<file path="config.mk">
export PLATFORM = sky130hd
export DESIGN_NAME = gated_sensor_moving_average_unit_flat
export DESIGN_NICKNAME = d
export VERILOG_FILES = /design/src/hw/rtl/gsma_pkg.sv /design/src/hw/rtl/gsma_ifs.sv /design/src/hw/rtl/gated_sensor_moving_average_unit.sv /design/src/flat_wrapper.sv
export SDC_FILE = /design/constraint.sdc
export NUM_CORES = 1
export LEC_CHECK = 0
export BUFFER_PORTS_ARGS = -buffer_cell sky130_fd_sc_hd__clkbuf_2
export CORE_UTILIZATION = 45
export CTS_BUF_LIST = sky130_fd_sc_hd__clkbuf_4 sky130_fd_sc_hd__clkbuf_8
export DETAILED_ROUTE_END_ITERATION = 12
export GPL_ROUTABILITY_DRIVEN = 0
export MAX_ROUTING_LAYER = met4
export PLACE_DENSITY_LB_ADDON = 0.12
export REMOVE_ABC_BUFFERS = 1
export SLEW_MARGIN = 20
export SYNTH_ARGS = -nofsm -noshare
export SYNTH_HDL_FRONTEND = slang
export SYNTH_SLANG_ARGS = --single-unit
</file>
<file path="constraint.sdc">
create_clock -name clk -period 15.71 [get_ports clk]
set_input_delay 0.7855 -clock clk [delete_from_list [all_inputs] [get_ports clk]]
set_output_delay 0.7855 -clock clk [all_outputs]
set_load 0.02 [all_outputs]
</file>
<file path="src/hw/rtl/gsma_pkg.sv">
`default_nettype none

package gsma_pkg;

  // Default window depth (legal range 1..15, as sample_count is 4 bits wide)
  localparam int WINDOW_DEF = 8;

  // Input field widths
  localparam int IN_TEMP_W = 16;
  localparam int IN_HUM_W  = 16;
  localparam int IN_PRES_W = 18;
  localparam int TIME_W    = 32;

  // Stored sample and average widths
  localparam int TEMP_W    = 15;
  localparam int HUM_W     = 14;
  localparam int PRES_W    = 17;
  localparam int CNT_OUT_W = 4;
  localparam int FAIL_W    = 16;

  // Plausibility limits
  localparam logic signed [IN_TEMP_W-1:0] T_MIN = -16'sd4000;
  localparam logic signed [IN_TEMP_W-1:0] T_MAX = 16'sd8500;
  localparam logic [IN_HUM_W-1:0]         H_MAX = 16'd10000;
  localparam logic [IN_PRES_W-1:0]        P_MIN = 18'd10000;
  localparam logic [IN_PRES_W-1:0]        P_MAX = 18'd120000;

  localparam logic [TIME_W-1:0] STALE_RESET = 32'd60000;

  localparam logic CMD_READ  = 1'b0;
  localparam logic CMD_CLEAR = 1'b1;

  typedef enum logic [2:0] {
    ST_IDLE,
    ST_EVAL,
    ST_LOAD,
    ST_DIV,
    ST_STORE,
    ST_DONE
  } state_t;

  typedef enum logic [1:0] {
    CH_TEMP,
    CH_HUMID,
    CH_PRESS
  } chan_t;

  typedef struct packed {
    logic signed [TEMP_W-1:0] t;
    logic [HUM_W-1:0]         h;
    logic [PRES_W-1:0]        p;
  } sample_t;

endpackage

`default_nettype wire

</file>
<file path="src/hw/rtl/gsma_ifs.sv">
`default_nettype none

interface gsma_in_if;
  logic                                       valid;
  logic                                       ready;
  logic                                       cmd;
  logic                                       link_ok;
  logic signed [gsma_pkg::IN_TEMP_W-1:0]      temperature_centi;
  logic [gsma_pkg::IN_HUM_W-1:0]              humidity_centi;
  logic [gsma_pkg::IN_PRES_W-1:0]             pressure_pa;
  logic [gsma_pkg::TIME_W-1:0]                now_ms;

  modport source (output valid, cmd, link_ok, temperature_centi, humidity_centi,
                  pressure_pa, now_ms, input ready);
  modport sink   (input valid, cmd, link_ok, temperature_centi, humidity_centi,
                  pressure_pa, now_ms, output ready);
endinterface

interface gsma_out_if;
  logic                                 valid;
  logic                                 ready;
  logic                                 accepted;
  logic                                 reading_valid;
  logic signed [gsma_pkg::TEMP_W-1:0]   avg_temperature_centi;
  logic [gsma_pkg::HUM_W-1:0]           avg_humidity_centi;
  logic [gsma_pkg::PRES_W-1:0]          avg_pressure_pa;
  logic [gsma_pkg::CNT_OUT_W-1:0]       sample_count;
  logic [gsma_pkg::FAIL_W-1:0]          failure_count;
  logic                                 went_stale;

  modport source (output valid, accepted, reading_valid, avg_temperature_centi,
                  avg_humidity_centi, avg_pressure_pa, sample_count, failure_count,
                  went_stale, input ready);
  modport sink   (input valid, accepted, reading_valid, avg_temperature_centi,
                  avg_humidity_centi, avg_pressure_pa, sample_count, failure_count,
                  went_stale, output ready);
endinterface

interface gsma_cfg_if;
  logic                          valid;
  logic                          ready;
  logic [gsma_pkg::TIME_W-1:0]   stale_after_ms;

  modport source (output valid, stale_after_ms, input ready);
  modport sink   (input valid, stale_after_ms, output ready);
endinterface

`default_nettype wire

</file>
<file path="src/hw/rtl/gated_sensor_moving_average_unit.sv">
`default_nettype none

// Gated sensor moving average. Each input beat is a clear command or a read
// attempt; plausible samples enter a WINDOW-deep ring and the three channel
// means (truncated toward zero) come out with the fill count, the saturating
// failure count and accept/stale flags, one result beat per input beat. The
// single shared restoring divider produces one quotient bit per cycle for each
// of the three channel sums in turn, over DW = 17 + clog2(WINDOW+1) bits.
// in_ch.ready is high only while the sequencer is idle; a finished result waits
// in the output register and does not hold off the next input beat, though the
// next result waits in ST_DONE until the held one is taken. The window store is
// not cleared; the fill count guarantees that only written entries enter the sums.
module gated_sensor_moving_average_unit #(
  parameter int WINDOW = gsma_pkg::WINDOW_DEF
) (
  input  wire          clk,
  input  wire          rst_n,
  gsma_in_if.sink      in_ch,
  gsma_out_if.source   out_ch,
  gsma_cfg_if.sink     cfg_ch
);

  localparam int CW  = $clog2(WINDOW + 1);
  localparam int SLW = (WINDOW > 1) ? $clog2(WINDOW) : 1;
  localparam int TSW = gsma_pkg::TEMP_W + CW;
  localparam int HSW = gsma_pkg::HUM_W + CW;
  localparam int PSW = gsma_pkg::PRES_W + CW;
  localparam int DW  = PSW;
  localparam int BCW = $clog2(DW);

  gsma_pkg::state_t state_r, state_nxt;
  gsma_pkg::chan_t  ch_r;

  // latched input beat
  logic                                   cmd_r;
  logic                                   link_r;
  logic signed [gsma_pkg::IN_TEMP_W-1:0]  tin_r;
  logic [gsma_pkg::IN_HUM_W-1:0]          hin_r;
  logic [gsma_pkg::IN_PRES_W-1:0]         pin_r;
  logic [gsma_pkg::TIME_W-1:0]            now_r;

  // architectural state
  logic signed [TSW-1:0]          tsum_r, tsum_nxt;
  logic [HSW-1:0]                 hsum_r, hsum_nxt;
  logic [PSW-1:0]                 psum_r, psum_nxt;
  logic [CW-1:0]                  fill_r, fill_nxt;
  logic [SLW-1:0]                 slot_r, slot_nxt;
  logic                           valid_r, valid_nxt;
  logic [gsma_pkg::FAIL_W-1:0]    fail_r, fail_nxt;
  logic [gsma_pkg::TIME_W-1:0]    last_r, last_nxt;
  logic [gsma_pkg::TIME_W-1:0]    stale_lim_r;
  logic                           acc_r, acc_nxt;
  logic                           stale_r, stale_nxt;

  // window store
  gsma_pkg::sample_t mem [WINDOW];
  gsma_pkg::sample_t rd_r;
  gsma_pkg::sample_t wr_sample;
  logic              mem_we;

  // divider
  logic [DW-1:0]   num_r, num_nxt;
  logic [CW-1:0]   rem_r, rem_nxt;
  logic [BCW-1:0]  bit_r;
  logic            neg_r;
  logic [CW:0]     div_sh;
  logic            div_ge;
  logic signed [TSW-1:0] tsum_neg;

  // working averages and output register
  logic signed [gsma_pkg::TEMP_W-1:0] avg_t_r, out_t_r;
  logic [gsma_pkg::HUM_W-1:0]         avg_h_r, out_h_r;
  logic [gsma_pkg::PRES_W-1:0]        avg_p_r, out_p_r;
  logic                               out_valid_r;
  logic                               out_acc_r, out_rv_r, out_stale_r;
  logic [gsma_pkg::CNT_OUT_W-1:0]     out_cnt_r;
  logic [gsma_pkg::FAIL_W-1:0]        out_fail_r;

  // sequencer strobes
  logic in_fire, eval_en, load_en, div_en, store_en, done_fire;

  // ---------------- sequencer: next state ----------------
  always_comb begin
    state_nxt = state_r;
    case (state_r)
      gsma_pkg::ST_IDLE:  if (in_ch.valid) state_nxt = gsma_pkg::ST_EVAL;
      gsma_pkg::ST_EVAL:  state_nxt = gsma_pkg::ST_LOAD;
      gsma_pkg::ST_LOAD:  state_nxt = gsma_pkg::ST_DIV;
      gsma_pkg::ST_DIV:   if (bit_r == '0) state_nxt = gsma_pkg::ST_STORE;
      gsma_pkg::ST_STORE: begin
        if (ch_r == gsma_pkg::CH_PRESS) state_nxt = gsma_pkg::ST_DONE;
        else state_nxt = gsma_pkg::ST_LOAD;
      end
      gsma_pkg::ST_DONE:  if (!out_valid_r || out_ch.ready) state_nxt = gsma_pkg::ST_IDLE;
      default:            state_nxt = gsma_pkg::ST_IDLE;
    endcase
  end

  // ---------------- sequencer: outputs ----------------
  always_comb begin
    in_ch.ready = 1'b0;
    eval_en     = 1'b0;
    load_en     = 1'b0;
    div_en      = 1'b0;
    store_en    = 1'b0;
    done_fire   = 1'b0;
    case (state_r)
      gsma_pkg::ST_IDLE:  in_ch.ready = 1'b1;
      gsma_pkg::ST_EVAL:  eval_en = 1'b1;
      gsma_pkg::ST_LOAD:  load_en = 1'b1;
      gsma_pkg::ST_DIV:   div_en = 1'b1;
      gsma_pkg::ST_STORE: store_en = 1'b1;
      gsma_pkg::ST_DONE:  done_fire = !out_valid_r || out_ch.ready;
      default: ;
    endcase
  end

  assign in_fire = in_ch.valid && in_ch.ready;
  assign cfg_ch.ready = 1'b1;

  always_ff @(posedge clk) begin
    if (!rst_n) begin
      state_r <= gsma_pkg::ST_IDLE;
    end else begin
      state_r <= state_nxt;
    end
  end

  // ---------------- item evaluation ----------------
  logic                        in_good;
  logic                        full;
  logic [gsma_pkg::TIME_W-1:0] age;

  always_comb begin
    in_good = (cmd_r == gsma_pkg::CMD_READ) && link_r &&
              (tin_r >= gsma_pkg::T_MIN) && (tin_r <= gsma_pkg::T_MAX) &&
              (hin_r <= gsma_pkg::H_MAX) &&
              (pin_r >= gsma_pkg::P_MIN) && (pin_r <= gsma_pkg::P_MAX);
    full    = (fill_r == CW'(WINDOW));
    age     = now_r - last_r;

    wr_sample.t = gsma_pkg::TEMP_W'(tin_r);
    wr_sample.h = gsma_pkg::HUM_W'(hin_r);
    wr_sample.p = gsma_pkg::PRES_W'(pin_r);
    mem_we      = 1'b0;

    tsum_nxt  = tsum_r;
    hsum_nxt  = hsum_r;
    psum_nxt  = psum_r;
    fill_nxt  = fill_r;
    slot_nxt  = slot_r;
    valid_nxt = valid_r;
    fail_nxt  = fail_r;
    last_nxt  = last_r;
    acc_nxt   = 1'b0;
    stale_nxt = 1'b0;

    if (cmd_r == gsma_pkg::CMD_CLEAR) begin
      tsum_nxt  = '0;
      hsum_nxt  = '0;
      psum_nxt  = '0;
      fill_nxt  = '0;
      slot_nxt  = '0;
      valid_nxt = 1'b0;
    end else if (in_good) begin
      mem_we = 1'b1;
      // rd_r holds the entry at slot_r, the oldest one once the ring is full
      if (full) begin
        tsum_nxt = tsum_r - TSW'(rd_r.t) + TSW'(wr_sample.t);
        hsum_nxt = hsum_r - HSW'(rd_r.h) + HSW'(wr_sample.h);
        psum_nxt = psum_r - PSW'(rd_r.p) + PSW'(wr_sample.p);
      end else begin
        tsum_nxt = tsum_r + TSW'(wr_sample.t);
        hsum_nxt = hsum_r + HSW'(wr_sample.h);
        psum_nxt = psum_r + PSW'(wr_sample.p);
        fill_nxt = fill_r + 1'b1;
      end
      slot_nxt  = (slot_r == SLW'(WINDOW - 1)) ? '0 : slot_r + 1'b1;
      last_nxt  = now_r;
      valid_nxt = 1'b1;
      acc_nxt   = 1'b1;
    end else begin
      if (fail_r != '1) fail_nxt = fail_r + 1'b1;
      if (age >= stale_lim_r) begin
        tsum_nxt  = '0;
        hsum_nxt  = '0;
        psum_nxt  = '0;
        fill_nxt  = '0;
        slot_nxt  = '0;
        valid_nxt = 1'b0;
        stale_nxt = 1'b1;
      end
    end
  end

  always_ff @(posedge clk) begin
    if (in_fire) begin
      cmd_r  <= in_ch.cmd;
      link_r <= in_ch.link_ok;
      tin_r  <= in_ch.temperature_centi;
      hin_r  <= in_ch.humidity_centi;
      pin_r  <= in_ch.pressure_pa;
      now_r  <= in_ch.now_ms;
    end
  end

  always_ff @(posedge clk) begin
    if (!rst_n) begin
      tsum_r      <= '0;
      hsum_r      <= '0;
      psum_r      <= '0;
      fill_r      <= '0;
      slot_r      <= '0;
      valid_r     <= 1'b0;
      fail_r      <= '0;
      last_r      <= '0;
      acc_r       <= 1'b0;
      stale_r     <= 1'b0;
      stale_lim_r <= gsma_pkg::STALE_RESET;
    end else begin
      if (cfg_ch.valid && cfg_ch.ready) stale_lim_r <= cfg_ch.stale_after_ms;
      if (eval_en) begin
        tsum_r  <= tsum_nxt;
        hsum_r  <= hsum_nxt;
        psum_r  <= psum_nxt;
        fill_r  <= fill_nxt;
        slot_r  <= slot_nxt;
        valid_r <= valid_nxt;
        fail_r  <= fail_nxt;
        last_r  <= last_nxt;
        acc_r   <= acc_nxt;
        stale_r <= stale_nxt;
      end
    end
  end

  // ---------------- window store ----------------
  always_ff @(posedge clk) begin
    if (mem_we && eval_en) mem[slot_r] <= wr_sample;
    rd_r <= mem[slot_r];
  end

  // ---------------- shared restoring divider ----------------
  assign tsum_neg = -tsum_r;
  assign div_sh   = {rem_r, num_r[DW-1]};
  assign div_ge   = (div_sh >= {1'b0, fill_r});

  always_comb begin
    rem_nxt = div_ge ? CW'(div_sh - {1'b0, fill_r}) : CW'(div_sh);
    num_nxt = {num_r[DW-2:0], div_ge};
  end

  always_ff @(posedge clk) begin
    if (!rst_n) begin
      ch_r <= gsma_pkg::CH_TEMP;
    end else if (eval_en) begin
      ch_r <= gsma_pkg::CH_TEMP;
    end else if (store_en) begin
      case (ch_r)
        gsma_pkg::CH_TEMP:  ch_r <= gsma_pkg::CH_HUMID;
        gsma_pkg::CH_HUMID: ch_r <= gsma_pkg::CH_PRESS;
        default:            ch_r <= gsma_pkg::CH_TEMP;
      endcase
    end
  end

  always_ff @(posedge clk) begin
    if (load_en) begin
      rem_r <= '0;
      bit_r <= BCW'(DW - 1);
      case (ch_r)
        gsma_pkg::CH_TEMP: begin
          num_r <= DW'($unsigned(tsum_r[TSW-1] ? tsum_neg : tsum_r));
          neg_r <= tsum_r[TSW-1];
        end
        gsma_pkg::CH_HUMID: begin
          num_r <= DW'(hsum_r);
          neg_r <= 1'b0;
        end
        default: begin
          num_r <= DW'(psum_r);
          neg_r <= 1'b0;
        end
      endcase
    end else if (div_en) begin
      num_r <= num_nxt;
      rem_r <= rem_nxt;
      bit_r <= bit_r - 1'b1;
    end
  end

  // an empty window reads as zero averages
  always_ff @(posedge clk) begin
    if (store_en) begin
      case (ch_r)
        gsma_pkg::CH_TEMP: begin
          if (fill_r == '0) avg_t_r <= '0;
          else if (neg_r) avg_t_r <= -gsma_pkg::TEMP_W'(num_r);
          else avg_t_r <= gsma_pkg::TEMP_W'(num_r);
        end
        gsma_pkg::CH_HUMID: avg_h_r <= (fill_r == '0) ? '0 : gsma_pkg::HUM_W'(num_r);
        default:            avg_p_r <= (fill_r == '0) ? '0 : gsma_pkg::PRES_W'(num_r);
      endcase
    end
  end

  // ---------------- output register ----------------
  always_ff @(posedge clk) begin
    if (!rst_n) begin
      out_valid_r <= 1'b0;
    end else if (done_fire) begin
      out_valid_r <= 1'b1;
    end else if (out_ch.ready) begin
      out_valid_r <= 1'b0;
    end
  end

  always_ff @(posedge clk) begin
    if (done_fire) begin
      out_acc_r   <= acc_r;
      out_rv_r    <= valid_r;
      out_t_r     <= avg_t_r;
      out_h_r     <= avg_h_r;
      out_p_r     <= avg_p_r;
      out_cnt_r   <= gsma_pkg::CNT_OUT_W'(fill_r);
      out_fail_r  <= fail_r;
      out_stale_r <= stale_r;
    end
  end

  assign out_ch.valid                 = out_valid_r;
  assign out_ch.accepted              = out_acc_r;
  assign out_ch.reading_valid         = out_rv_r;
  assign out_ch.avg_temperature_centi = out_t_r;
  assign out_ch.avg_humidity_centi    = out_h_r;
  assign out_ch.avg_pressure_pa       = out_p_r;
  assign out_ch.sample_count          = out_cnt_r;
  assign out_ch.failure_count         = out_fail_r;
  assign out_ch.went_stale            = out_stale_r;

endmodule

`default_nettype wire

</file>
<file path="src/flat_wrapper.sv">
// flat-port wrapper written by rule: the top's interface ports become plain ports
module gated_sensor_moving_average_unit_flat 
#(
  parameter int WINDOW = gsma_pkg::WINDOW_DEF
)
  (clk, rst_n, in_ch_valid, in_ch_cmd, in_ch_link_ok, in_ch_temperature_centi, in_ch_humidity_centi, in_ch_pressure_pa, in_ch_now_ms, in_ch_ready, out_ch_valid, out_ch_accepted, out_ch_reading_valid, out_ch_avg_temperature_centi, out_ch_avg_humidity_centi, out_ch_avg_pressure_pa, out_ch_sample_count, out_ch_failure_count, out_ch_went_stale, out_ch_ready, cfg_ch_valid, cfg_ch_stale_after_ms, cfg_ch_ready);
  gsma_in_if in_ch_i ();
  gsma_out_if out_ch_i ();
  gsma_cfg_if cfg_ch_i ();
  input  wire clk;
  input  wire rst_n;
  input wire logic [$bits(in_ch_i.valid)-1:0] in_ch_valid;
  input wire logic [$bits(in_ch_i.cmd)-1:0] in_ch_cmd;
  input wire logic [$bits(in_ch_i.link_ok)-1:0] in_ch_link_ok;
  input wire logic [$bits(in_ch_i.temperature_centi)-1:0] in_ch_temperature_centi;
  input wire logic [$bits(in_ch_i.humidity_centi)-1:0] in_ch_humidity_centi;
  input wire logic [$bits(in_ch_i.pressure_pa)-1:0] in_ch_pressure_pa;
  input wire logic [$bits(in_ch_i.now_ms)-1:0] in_ch_now_ms;
  output wire logic [$bits(in_ch_i.ready)-1:0] in_ch_ready;
  output wire logic [$bits(out_ch_i.valid)-1:0] out_ch_valid;
  output wire logic [$bits(out_ch_i.accepted)-1:0] out_ch_accepted;
  output wire logic [$bits(out_ch_i.reading_valid)-1:0] out_ch_reading_valid;
  output wire logic [$bits(out_ch_i.avg_temperature_centi)-1:0] out_ch_avg_temperature_centi;
  output wire logic [$bits(out_ch_i.avg_humidity_centi)-1:0] out_ch_avg_humidity_centi;
  output wire logic [$bits(out_ch_i.avg_pressure_pa)-1:0] out_ch_avg_pressure_pa;
  output wire logic [$bits(out_ch_i.sample_count)-1:0] out_ch_sample_count;
  output wire logic [$bits(out_ch_i.failure_count)-1:0] out_ch_failure_count;
  output wire logic [$bits(out_ch_i.went_stale)-1:0] out_ch_went_stale;
  input wire logic [$bits(out_ch_i.ready)-1:0] out_ch_ready;
  input wire logic [$bits(cfg_ch_i.valid)-1:0] cfg_ch_valid;
  input wire logic [$bits(cfg_ch_i.stale_after_ms)-1:0] cfg_ch_stale_after_ms;
  output wire logic [$bits(cfg_ch_i.ready)-1:0] cfg_ch_ready;
  assign in_ch_i.valid = in_ch_valid;
  assign in_ch_i.cmd = in_ch_cmd;
  assign in_ch_i.link_ok = in_ch_link_ok;
  assign in_ch_i.temperature_centi = in_ch_temperature_centi;
  assign in_ch_i.humidity_centi = in_ch_humidity_centi;
  assign in_ch_i.pressure_pa = in_ch_pressure_pa;
  assign in_ch_i.now_ms = in_ch_now_ms;
  assign in_ch_ready = in_ch_i.ready;
  assign out_ch_valid = out_ch_i.valid;
  assign out_ch_accepted = out_ch_i.accepted;
  assign out_ch_reading_valid = out_ch_i.reading_valid;
  assign out_ch_avg_temperature_centi = out_ch_i.avg_temperature_centi;
  assign out_ch_avg_humidity_centi = out_ch_i.avg_humidity_centi;
  assign out_ch_avg_pressure_pa = out_ch_i.avg_pressure_pa;
  assign out_ch_sample_count = out_ch_i.sample_count;
  assign out_ch_failure_count = out_ch_i.failure_count;
  assign out_ch_went_stale = out_ch_i.went_stale;
  assign out_ch_i.ready = out_ch_ready;
  assign cfg_ch_i.valid = cfg_ch_valid;
  assign cfg_ch_i.stale_after_ms = cfg_ch_stale_after_ms;
  assign cfg_ch_ready = cfg_ch_i.ready;
  gated_sensor_moving_average_unit #(.WINDOW(WINDOW)) u_core (.clk(clk), .rst_n(rst_n), .in_ch(in_ch_i), .out_ch(out_ch_i), .cfg_ch(cfg_ch_i));
endmodule
</file>
==> Yosys cells after proc, flatten, opt, wreduce, memory -nomap -nowiden <==
Memory sizes are Yosys's and may differ from the RTL's. A register that Yosys moved wholly into a read port is not among the register bits.
Cells that the tools add are included.
Widths: inputs -> output; s select.
{ "classes": {"n_addsub": 17, "n_lt_le_gt_ge": 7, "eq_ne": 14, "mux": 50, "n_bitwise": 4, "n_reduce_logical": 27} }
{ "op_table": {"columns": ["cell", "n"], "rows": [
  ["$mux 21", 6],
  ["$mux 19", 5],
  ["$mux 18", 4],
  ["$add 21x17->21", 2],
  ["$pmux 21 s2", 1],
  ["$add 19x15->19", 2],
  ["$add 18x14->18", 2],
  ["$ge 32x32->1", 1],
  ["$sub 32x32->32", 1],
  ["$mux 3", 8],
  ["$sub 21x17->21", 1],
  ["$mux 4", 5],
  ["$neg 19->19", 1],
  ["$sub 19x15->19", 1],
  ["$ge 18x14->1 const B", 1],
  ["$le 18x17->1 const B", 1],
  ["$mux 1", 18],
  ["$pmux 3 s6", 1],
  ["$sub 18x14->18", 1],
  ["$add 16x1->16 const B", 1],
  ["$ge 16x13->1 const B", 1],
  ["$le 16x14->1 const B", 1],
  ["$le 16x15->1 const B", 1],
  ["$ne 16x16->1 const B", 1],
  ["other kinds (31)", 52]
]} }
{ "word_totals": {"regBits": 384, "ramBits": 368, "output_inout_bits": 72, "n_memories": 1} }
{ "memory_table": {"columns": ["memory", "words", "width", "rd", "rd_ports_with_merged_regs", "write_ports", "line_no", "rtl"], "rows": [
  ["u_core.mem", 8, 46, 1, 1, 1, "gated_sensor_moving_average_unit.sv:56", "gsma_pkg::sample_t mem [WINDOW];"]
]} }

==> Logic depth before layout (Yosys ltp) <==
{ "depth": {"word_depth": 12, "depth_mapped": 23, "mapped_depth_nobuf": 23} }

==> Worst setup path before layout <==
Ideal clock, no wire load.
{ "synth_path": {"path_type": "register to register", "from": "reg u_core.tin_r[14] (netlist bit)", "to": "mem u_core.mem[5][0] (netlist bit) (enable)", "setup_time_ns": 0.565, "t_arrival_ns": 5.997, "path_slack_ns": 9.148, "stages_incl_launch_ff": 7, "n_path_buf": 0, "cell_sequence": "edfxtp_1 > inv_1 > a2111oi_0 > o2111ai_1 > nor2_1 > nand4_1 > nor4_1"} }
{ "synth_between": {"elab_chain_len": 11, "elab_cells_between_ends": 12, "classes_between": "order compare (2); mux (4); reduce/logical (6)"} }
{ "synth_lines": {"columns": ["item", "line_no", "rtl"], "rows": [
  ["start: declaration", "gated_sensor_moving_average_unit.sv:37", "logic signed [gsma_pkg::IN_TEMP_W-1:0] tin_r;"],
  ["start signal: assignment", "gated_sensor_moving_average_unit.sv:200", "tin_r <= in_ch.temperature_centi;"],
  ["$ge 16x13->1", "gated_sensor_moving_average_unit.sv:136", "(tin_r >= gsma_pkg::T_MIN) && (tin_r <= gsma_pkg::T_MAX) &&"],
  ["$logic_and 1x1->1", "gated_sensor_moving_average_unit.sv:135", "in_good = (cmd_r == gsma_pkg::CMD_READ) && link_r &&"],
  ["$logic_and 1x1->1 (*) (2 in a row)", "gated_sensor_moving_average_unit.sv:136", null],
  ["$logic_and 1x1->1 (*)", "gated_sensor_moving_average_unit.sv:137", "(hin_r <= gsma_pkg::H_MAX) &&"],
  ["$logic_and 1x1->1 (*)", "gated_sensor_moving_average_unit.sv:138", "(pin_r >= gsma_pkg::P_MIN) && (pin_r <= gsma_pkg::P_MAX);"],
  ["$mux 1 (*)", "gated_sensor_moving_average_unit.sv:165", "end else if (in_good) begin"],
  ["$mux 1 (*)", "gated_sensor_moving_average_unit.sv:158", "if (cmd_r == gsma_pkg::CMD_CLEAR) begin"],
  ["$logic_and 1x1->1 (*)", "gated_sensor_moving_average_unit.sv:239", "if (mem_we && eval_en) mem[slot_r] <= wr_sample;"],
  ["$mux 1 (*)", "gated_sensor_moving_average_unit.sv:239", null],
  ["$mux 1 (implied by the code) (*)", "gated_sensor_moving_average_unit.sv:239", null],
  ["end: declaration", "gated_sensor_moving_average_unit.sv:56", null]
]} }
Every way passes the cells marked *; elsewhere a longest branch is shown, timed or not.

==> Final worst setup path <==
{ "layout_path": {"from": "reg u_core.now_r[0] (netlist bit)", "to": "reg u_core.psum_r[18]"} }
{ "layout_between": {"elab_chain_len": 4} }
{ "layout_lines": {"columns": ["item", "line_no", "rtl"], "rows": [
  ["start: declaration", "gated_sensor_moving_average_unit.sv:40", "logic [gsma_pkg::TIME_W-1:0] now_r;"],
  ["start signal: assignment", "gated_sensor_moving_average_unit.sv:203", "now_r <= in_ch.now_ms;"],
  ["$sub 32x32->32", "gated_sensor_moving_average_unit.sv:140", "age = now_r - last_r;"],
  ["$ge 32x32->1", "gated_sensor_moving_average_unit.sv:184", "if (age >= stale_lim_r) begin"],
  ["$reduce_bool 3->1 (no line)", null, null],
  ["$reduce_and 2->1 (no line)", null, null],
  ["end signal: assignment", "gated_sensor_moving_average_unit.sv:225", "psum_r <= psum_nxt;"],
  ["end: declaration", "gated_sensor_moving_average_unit.sv:45", "logic [PSW-1:0] psum_r, psum_nxt;"]
]} }
No other way between the ends.
A chain may end at the register's enable or synchronous reset.

==> impl_metrics.csv <==
group,metric,value,unit
status,run_status,"completed",
run,maxCapViolations,0,
drt,final_antenna_net_count,0,
die,floorplan.initialDensity,0.454,
place,dp_hpwl,59800,µm
synth,postSynthRegisterBits,798,
timing,hold_violations,0,
drt,number_of_violations_reported_at_the_end_of_detailed_routing_iteration_0,1806,
clock_network,cts-buffers-inserted,137,
synth,netlist_instances,3146,
layout,num-nets-final,3744,
worst_setup_path,crit_path_start_kind,"flop",
drt,drt-vias-per-instance,5.55,
drt,overall_routed_net_length,93300,µm
clock_network,clk_latency,0.78,ns
synth,synth_area_per_cell,11.9,µm²
pwr,p_switching,1.13,mW
clock_network,ctsLongestPathBuffers,3,
die,fp.coreArea,82100,µm²
synth,synth_enable_flop_cells,589,
pwr,worst_ir_drop_vdd,0.0778,mV
drt,detailroute.via_count,25400,
layout,num-fill-cells,7158,
timing,rsz_0062_raised_after_global_routing,"false",
synth,synth_warnings,0,
global_routing,grt_start_max_net_pins,88,
synth,synth_compound_area_frac,0.141,
clock_network,hold_buffers,0,
worst_setup_path,worstPathArrival,6.34,ns
global_routing,gr-usage-all-layers,0.227,
synth,synth_xor_xnor_area_share,0.0359,
layout,final_core_utilization,0.514,
die,fp.dieArea,84100,µm²
pwr,sw_frac_of_total,0.242,
clock_network,htree_levels,4,
drt,wl_per_cell,20.4,µm
timing,fin_worst_skew,0.0356,ns
timing,post-route-period-util,0.365,
timing,worst_slew_pin_slew,1.08,ns
global_routing,grt_first_pass_wirelength,143000,µm
drt,drc_errors,0,
clock_network,clock_tree.root_cell,"clkbuf_8",
global_routing,globalRoute.totalOverflow,0,
clock_network,postCtsSetupBuffers,0,
worst_setup_path,critical_path.max_fanout,37,
synth,synth_async_sr_flop_share,0,
layout,layout_commonest_cell,"edfxtp_1",
pwr,cellLeakagePower,16.1,nW
worst_setup_path,cp.required,16.32,ns
synth,synth_top_family_by_area,"compound AO/OA/AOI/OAI gates",
global_routing,grt_pass1_vias,25400,
die,die_width,290,µm
clock_network,number_of_clock_sinks,798,
pwr,seq_power_share,0.507,
layout,layout-drive-gt1-share,0.138,
timing,finalCriticalPeriod,5.73,ns
worst_setup_path,cp_slowest_cell,"inv_4",
clock_network,cts_tree,"done",
synth,simple_gate_share_of_the_synthesized_area,0.0879,
clock_network,ctsResizeCount,0,
worst_setup_path,cp_cell_sequence,"inv_1, ha_1, inv_1, fa_1, a211oi_1, o21ai_0, a22oi_1, a211oi_1, o211ai_1, o21bai_1, a31o_2, a311o_1, ha_1, nand4_1, nor2_1, nand2_1, a2111o_1, o221ai_1, o41ai_4, buf_4, inv_4, o221ai_1",
pwr,power_density,110,nW/µm²
layout,area.growth.synth_to_final,13.2,%
timing,timing.slew.headroom,0.274,
worst_hold_path,hold_path_class,"primary input to flop",
timing,timing.fmax,174,MHz
global_routing,antenna_found_initial,1,
pwr,power_frac_clock,0.414,
worst_setup_path,worst_setup_path_end_kind,"flop",
die,boundaryPins,193,
pwr,p_comb_frac,0.079,
synth,synthesis.area,37300,µm²
synth,synth_seq_area_share,0.586,
synth,synth_top_flop_cell,"edfxtp_1",
timing,report.final.slew_viol_count,0,
drt,firstDrtPassIters,5,
synth,synth.lib_cells_used.distinct,81,
timing,finalHoldWorstSlack,0.183,ns
worst_setup_path,slowest_delay,0.44,ns
die,rows,105,
worst_setup_path,setup.worst_path.class,"flop to flop",
synth,adder_cell_area_share_of_the_yosys_netlist,0.0913,
place,port_buffers,191,
timing,timing.setup.tns,0,ns
pwr,p_int,3.53,mW
die,chip_height,290,µm
layout,most-common-layout-cells,"edfxtp_1, inv_1, nand2_1",
clock_network,cts.reportedPaths.clkPinSlew,0.06,ns
synth,muxShareOfSynthArea,0.0132,
timing,finalSetupViolations,0,
-- logic make-up (layout without fill, tap and decap cells) --
family,after synthesis,count (layout)
flip-flops,798,798
AO/OA/AOI/OAI,789,789
adder cells (fa/ha/maj),240,240
multiplexers,49,49
AND/OR/NAND/NOR,690,690
buffers and inverters,426,777
other,1,2
XOR/XNOR,153,153
-- per-layer routing --
metal / global-route usage / part of all wire / up-vias
met5: - / 0 / -
met4: 0.0812 / 0.028 / 0
met3: 0.0376 / 0.052 / 179
met2: 0.366 / 0.47 / 735
met1: 0.288 / 0.45 / 12400
li1: - / - / 12100
-- cell usage after synthesis (5+ instances only) --
cell type | instances | share of area
dfxtp_1 | 209 | 0.11
o31ai_1 | 23 | 0.0046
nor2_1 | 187 | 0.019
and2_1 | 17 | 0.0028
inv_1 | 306 | 0.031
nand2b_1 | 16 | 0.0027
o221ai_1 | 8 | 0.0019
and3_1 | 17 | 0.0028
fa_1 | 54 | 0.029
a22oi_1 | 194 | 0.039
o41ai_1 | 9 | 0.0021
nor3b_1 | 7 | 0.0014
o211ai_1 | 19 | 0.0038
clkbuf_1 | 99 | 0.010
a21oi_1 | 173 | 0.023
nor2b_1 | 32 | 0.0054
edfxtp_1 | 589 | 0.47
xor2_1 | 62 | 0.015
a31oi_1 | 20 | 0.0034
xnor2_1 | 91 | 0.021
or3_1 | 18 | 0.0030
buf_6 | 5 | 0.0015
mux2i_1 | 48 | 0.013
nand2_1 | 210 | 0.021
a211oi_1 | 33 | 0.0066
a211o_1 | 6 | 0.0014
buf_1 | 8 | 0.00080
nand3b_1 | 5 | 0.0010
o21a_1 | 10 | 0.0020
nand4_1 | 69 | 0.012
o21ai_0 | 123 | 0.016
nand3_1 | 42 | 0.0056
nor3_1 | 45 | 0.0060
nor4_1 | 7 | 0.0012
o22ai_1 | 37 | 0.0062
a21o_1 | 54 | 0.011
ha_1 | 186 | 0.062
a22o_1 | 6 | 0.0014
a41oi_1 | 5 | 0.0012
o21bai_1 | 17 | 0.0034
-- final timing paths --
check                      startpoint                                      end  slack, ns  cells past startpoint
max                   u_core.now_r[0]                        u_core.psum_r[18]       9.98                     22
min          in_ch_humidity_centi[10]                         u_core.hin_r[10]       0.18                      1
max reg2reg           u_core.now_r[0]                        u_core.psum_r[18]       9.98                     22
min reg2reg        u_core.avg_t_r[12]  u_core.out_ch.avg_temperature_centi[12]       0.42                      0
-- power by group through the flow --
stage          clock network [mW]  registers [mW]  logic [mW]
3_3_place_gp                    0            2.40       0.358
3_5_place_dp                    0            2.40       0.369
5_1_grt                      2.07            2.37       0.415
6_report                     1.93            2.36       0.370
2_1_floorplan                   0            2.38       0.268
4_1_cts                      1.98            2.36       0.371
-- registers in the layout (all words and copies together), names as in the netlist, 14 cells and up --
name and flops:
u_core.mem 368, u_core.rd_r 46, u_core.last_r 32, u_core.now_r 32
u_core.stale_lim_r 32, u_core.num_r 21, u_core.psum_r 21, u_core.tsum_r 19
u_core.hsum_r 18, u_core.pin_r 18, u_core.avg_p_r 17, u_core.out_ch.avg_pressure_pa 17
u_core.fail_r 16, u_core.hin_r 16, u_core.out_ch.failure_count 16, u_core.tin_r 16
u_core.avg_t_r 15, u_core.out_ch.avg_temperature_centi 15, u_core.avg_h_r 14, u_core.out_ch.avg_humidity_centi 14
-- area by class of cell --
class                   instances  area (µm²)  share of cell area
diodes                          1        2.50           0.0000593
flip-flops and latches        798       21900               0.518
clock buffers                 196        2400              0.0568
well taps                    1070        1340              0.0317
multi-input cells            1922       13900               0.329
repair buffers                215        1140              0.0269
inverters                     309        1160              0.0275
clock inverters                57         438              0.0104
-- per-stage QoR --
stage	power [mW]	cell area, µm²	setup slack (ns)	instances
global placement	2.76	39400	10.10	4314
finish	4.66	42200	9.98	4568
global route	4.85	42200	9.59	4568
floorplan	2.65	36800	9.15	3029
detailed placement	2.77	39400	10.03	4314
CTS	4.71	42200	9.97	4567
-- worst max-delay path: cells and delay by family, from the launching register on --
family / cells / cell delay [ns]
AO/OA/AOI/OAI: 12 / 3.02
adder cells (fa/ha/maj): 3 / 0.87
buffers and inverters: 4 / 0.85
flip-flops: 1 / 0.37
AND/OR/NAND/NOR: 3 / 0.44
No activity file was read; power rests on OpenSTA's default activity.
